`src/mmn_pkg.sv`:
```
// ----------------------------------------------------------------------------
// mmn_pkg
// Shared types and constants for the min/max normalise-to-8-bit block.
// ----------------------------------------------------------------------------
`default_nettype none

package mmn_pkg;

    // widths of the fixed result fields
    localparam int PIX_W  = 8;
    localparam int IDX_W  = 14;

    // quotient of the stretch division is at most 255; the field is nine bits wide
    localparam int QUOT_W = 9;

    // clip mode: 255.0 in Q15.8, and half an lsb of the 8-bit result
    localparam int CLIP_HI  = 65280;
    localparam int CLIP_RND = 128;
    localparam int FRAC_W   = 8;

    localparam logic [PIX_W-1:0] PIX_MAX = 8'd255;

    // command codes
    typedef enum logic {
        CMD_LOAD  = 1'b0,
        CMD_DRAIN = 1'b1
    } t_cmd;

    // drain sequencer
    typedef enum logic [1:0] {
        ST_IDLE,
        ST_READ,
        ST_PREP,
        ST_DIV
    } t_state;

endpackage

`default_nettype wire

```
`src/mmn_div.sv`:
```
// ----------------------------------------------------------------------------
// mmn_div
// Restoring divider, one quotient bit per cycle, for quotients below 512.
// ----------------------------------------------------------------------------
`default_nettype none

module mmn_div #(
    parameter int NUM_W = 34,
    parameter int DEN_W = 26
) (
    input  wire                          i_clk,
    input  wire                          i_rst_n,
    input  wire                          i_start,
    input  wire [NUM_W-1:0]              i_num,
    input  wire [DEN_W-1:0]              i_den,
    output logic                         o_done,
    output logic [mmn_pkg::QUOT_W-1:0]   o_quot
);

    localparam int CNT_W = $clog2(mmn_pkg::QUOT_W);

    logic                        r_busy;
    logic [CNT_W-1:0]            r_cnt;
    logic [NUM_W-1:0]            r_rem;
    logic [NUM_W-1:0]            r_dsh;
    logic [NUM_W:0]              w_diff;
    logic                        w_ge;

    // trial subtraction of the shifted divisor
    assign w_diff = {1'b0, r_rem} - {1'b0, r_dsh};
    assign w_ge   = ~w_diff[NUM_W];

    // step control
    always_ff @(posedge i_clk) begin
        if (!i_rst_n) begin
            r_busy <= 1'b0;
            r_cnt  <= '0;
            o_done <= 1'b0;
        end else begin
            o_done <= 1'b0;
            if (i_start) begin
                r_busy <= 1'b1;
                r_cnt  <= CNT_W'(mmn_pkg::QUOT_W - 1);
            end else if (r_busy) begin
                if (r_cnt == '0) begin
                    r_busy <= 1'b0;
                    o_done <= 1'b1;
                end else begin
                    r_cnt <= r_cnt - CNT_W'(1);
                end
            end
        end
    end

    // remainder, divisor and quotient
    always_ff @(posedge i_clk) begin
        if (i_start) begin
            r_rem  <= i_num;
            r_dsh  <= NUM_W'(i_den) << (mmn_pkg::QUOT_W - 1);
            o_quot <= '0;
        end else if (r_busy) begin
            if (w_ge) begin
                r_rem <= w_diff[NUM_W-1:0];
            end
            r_dsh  <= r_dsh >> 1;
            o_quot <= {o_quot[mmn_pkg::QUOT_W-2:0], w_ge};
        end
    end

endmodule

`default_nettype wire

```
`config.mk`:
```
export PLATFORM = sky130hd
export DESIGN_NAME = mmn_div
export DESIGN_NICKNAME = d
export VERILOG_FILES = /design/src/mmn_pkg.sv /design/src/mmn_div.sv
export SDC_FILE = /design/constraint.sdc
export NUM_CORES = 1
export LEC_CHECK = 0
export ABC_AREA = 1
export BUFFER_PORTS_ARGS = -buffer_cell sky130_fd_sc_hd__buf_2
export CAP_MARGIN = 10
export CORE_MARGIN = 2
export CORE_UTILIZATION = 36
export CTS_CLUSTER_DIAMETER = 120
export DETAILED_ROUTE_END_ITERATION = 16
export SETUP_SLACK_MARGIN = 0.3
export SLEW_MARGIN = 20
export SYNTH_ARGS = -nofsm -noshare
export SYNTH_HDL_FRONTEND = slang
export SYNTH_SLANG_ARGS = --single-unit
```
`constraint.sdc`:
```
create_clock -name i_clk -period 2.5 [get_ports i_clk]
set_input_delay 0 -clock i_clk [delete_from_list [all_inputs] [get_ports i_clk]]
set_output_delay 0 -clock i_clk [all_outputs]
set_load 0.01 [all_outputs]
```
==> flow_summary_export.csv <==
group,metric,value,unit
logic_synthesis,synthDistinctLibCells,33,
sta,tightest_slew,975,ps
clock_tree,h-tree-depth,3,
route,postRouteAntennaNets,0,
power_and_ir_drop,worst_ir_drop_vdd,0.388,mV
critical_path,worstPathRequired,2570,ps
run_status,status,"finished clean",
logic_synthesis,synth_commonest_cells,"265 x nand2_1, 128 x inv_1, 60 x edfxtp_1",
global_route,grt_util_all_layers,20.2,%
critical_path,cp.arrival,2290,ps
sta,setup_viol,0,
layout,final_util,53.2,%
route,wl,16900,um
logic_synthesis,syn-instance-count,810,
sta,maxSlewViolCount,0,
sta,clock_skew,4.28,ps
floorplan,die_area,16900,um^2
critical_path,critPathKind,"reg -> reg",
floorplan,row_count,46,
layout,drive_gt1_share,26.9,%
logic_synthesis,synth_top_area_share,31.6,%
floorplan,die_h,130,um
clock_tree,clock-root-buffer,"clkbuf_16",
route,via_count,5682,
logic_synthesis,synth_flop_cell,"edfxtp_1",
floorplan,ios,73,
run,max_cap_violations,0,
logic_synthesis,ys_warn_count,0,
global_route,use_met2,33.9,%
clock_tree,cts_buffers,9,
layout,nFillCells,1535,
global_route,antenna_found_initial,0,
floorplan,start_util,36.3,%
logic_synthesis,yosys_register_bits,83,
clock_tree,cts_sinks,83,
global_route,met1_usage,26.8,%
critical_path,r2r_cells,13,
min_path,hp-class,"in -> reg",
logic_synthesis,synth.area.top_cells,"edfxtp_1 32%, nand2_1 17%, inv_1 8.4%",
critical_path,slowest_stage,"edfxtp_1",
power_and_ir_drop,p_per_area,731,nW/um^2
critical_path,cp_top_family,"simple AND/OR/NAND/NOR gates",
sta,hold_viol,0,
logic_synthesis,synth_area,5710,um^2
global_route,grt_max_degree,48,
critical_path,worst_setup_path_end_kind,"register",
route,dr.pass1.iters,5,
place,port_buffers,72,
layout,layout.nets,1068,
route,vias_per_cell,4.77,
critical_path,start_kind,"register",
layout,antenna_cells,0,
clock_tree,path_clk_slew,60,ps
place,dp_hpwl,11700,um
logic_synthesis,synth_edf_count,60,
global_route,grt_pass1_vias,5444,
critical_path,cpMostUsedCell,"nor2_4",
critical_path,cp_max_fo,10,
logic_synthesis,synth_nets,909,
logic_synthesis,synth_top_area_cell,"edfxtp_1",
floorplan,die_x,130,um
sta,tns,0,ps
place,gp_congestion,0.958,
global_route,grt_pass1_wl,26400,um
logic_synthesis,synthArstFlopShare,0,%
min_path,min_delay_path_depth,3,
power_and_ir_drop,leakagePower,0.00371,uW
critical_path,worst_path_largest_cell_delay,410,ps
logic_synthesis,avgSynthCellArea,7.05,um^2
sta,period_minus_slack,2220,ps
global_route,grt_util_met3,2.62,%
critical_path,worstPathBufferInverterCount,4,
global_route,gr-max-usage-layer,"met2",
sta,rsz0062_at_grt,"true",
route,drt_first_iter_violations,368,
route,drc,0,
critical_path,cp_cell_sequence,"ha_4 > nand2_4 > nor2_4 > inv_2 > nor2_4 > inv_2 > nor2_4 > nand3_2 > nand3_2 > nand2_2 > nand2_4 > buf_12 > buf_16",
layout,area_growth_syn_to_layout,46.5,%
sta,slew_headroom,34.9,%
logic_synthesis,yosysMostFrequentCell,"nand2_1",
logic_synthesis,yosysSeqAreaShare,39.6,%
global_route,globalRoute.totalOverflow,0,
clock_tree,worstSkewPairLatency,350,ps
sta,clock.fmax,450,MHz
clock_tree,cts_tree,"done",
floorplan,fp.coreArea,15700,um^2
critical_path,cp.depth,13,
clock_tree,clk_path_buf_depth,2,
route,wire_per_inst,14.2,um
sta,final.period_utilization,88.8,%
## per-layer routing
| layer | vias to the layer above | share of wire [%] | routed length, um |
|---|---|---|---|
| li1 | 2942 | - | - |
| met1 | 2596 | 48 | 8160 |
| met2 | 127 | 46 | 7830 |
| met3 | 17 | 3.4 | 573 |
| met4 | 0 | 1.8 | 303 |
| met5 | - | 0 | 0 |
## flip-flops by register name, summed over array words and instances, names as in the netlist
name / flops
r_busy: 1
r_cnt: 4
r_dsh: 34
o_done: 1
r_rem: 34
o_quot: 9
## through the flow
| stage | instances | instance area [um^2] | total power (uW) | worst slack, ps | hold slack [ps] |
|---|---|---|---|---|---|
| 2_1_floorplan | 810 | 5710 | 3220 | 398 | 151 |
| 4_1_cts | 1177 | 7830 | 5690 | 271 | 2.12 |
| 3_5_place_dp | 1090 | 6370 | 3750 | 139 | 253 |
| 3_3_place_gp | 1090 | 6370 | 3740 | 213 | 249 |
| 6_report | 1190 | 8360 | 6110 | 279 | 10.3 |
| 5_1_grt | 1190 | 8360 | 6500 | 167 | 46.9 |
## report_power, final
group | internal, uW | switching [uW]
registers | 1700 | 107
logic | 1200 | 1620
clock network | 916 | 575
## final timing paths
path | slack, ps | endpoint | start
min reg2reg | 450 | r_cnt[0] | r_cnt[0]
max | 280 | r_rem[0] | r_rem[16]
min | 10 | r_cnt[3] | i_start
max reg2reg | 280 | r_rem[0] | r_rem[16]
## cells by family after synthesis
family          Yosys count  share of synthesized area, %
buf+inv                 147                          9.71
compound gates          124                          11.5
flops                    83                          39.6
fa+ha+maj                36                          8.02
xor+xnor                  6                         0.921
simple gates            414                          30.2
## cells in the final DEF, fill, tap and decap left out, types with 2 or more instances in the layout
cell type / Yosys / layout
o21ai_1: 4 / 6
xnor2_1: 6 / 6
o22ai_1: 13 / 13
nand2_2: 5 / 30
dlygate4sd3_1: 0 / 61
buf_2: 2 / 72
ha_1: 35 / 3
o21bai_1: 4 / 4
clkbuf_16: 0 / 14
buf_16: 0 / 2
a21oi_1: 45 / 28
o21ai_2: 1 / 4
nand4_1: 7 / 7
nor2_1: 59 / 44
buf_12: 0 / 4
nand3b_1: 5 / 5
clkinv_2: 0 / 2
nor2_4: 0 / 8
a21oi_2: 0 / 13
nor3_2: 1 / 2
nand2_1: 265 / 231
a21oi_4: 0 / 4
o21ai_0: 55 / 49
nand2_4: 1 / 10
inv_1: 128 / 115
or2_2: 2 / 2
nand3_1: 50 / 44
nand3_4: 0 / 3
buf_4: 0 / 24
or2_1: 3 / 3
nor3_1: 9 / 7
inv_2: 3 / 15
edfxtp_1: 60 / 60
ha_4: 0 / 31
nor2_2: 4 / 11
dfxtp_1: 23 / 23
nand3_2: 1 / 4
## tightest hold or removal path, cell delays in order
cell and delay (ps):
buf_2 150, a21oi_1 50, a21oi_1 120
## cell type report
| class | instances | area (um^2) | share of cell area [%] |
|---|---|---|---|
| clock inverters | 3 | 18.8 | 0.224 |
| flip-flops and latches | 83 | 2260 | 27.1 |
| repair buffers | 164 | 1310 | 15.7 |
| clock buffers | 13 | 325 | 3.89 |
| well taps | 216 | 270 | 3.23 |
| inverters | 131 | 495 | 5.93 |
| multi-input cells | 580 | 3680 | 44.0 |
## repair_timing
action	in CTS	in global routing
gates resized for setup	63	100
hold buffers	61	0
pin swaps	8	17
setup endpoints to repair	43	90
cloned	2	1
buffers inserted	8	12
endpoints found under the hold margin	62	0
(Power assumes the default switching activity.)
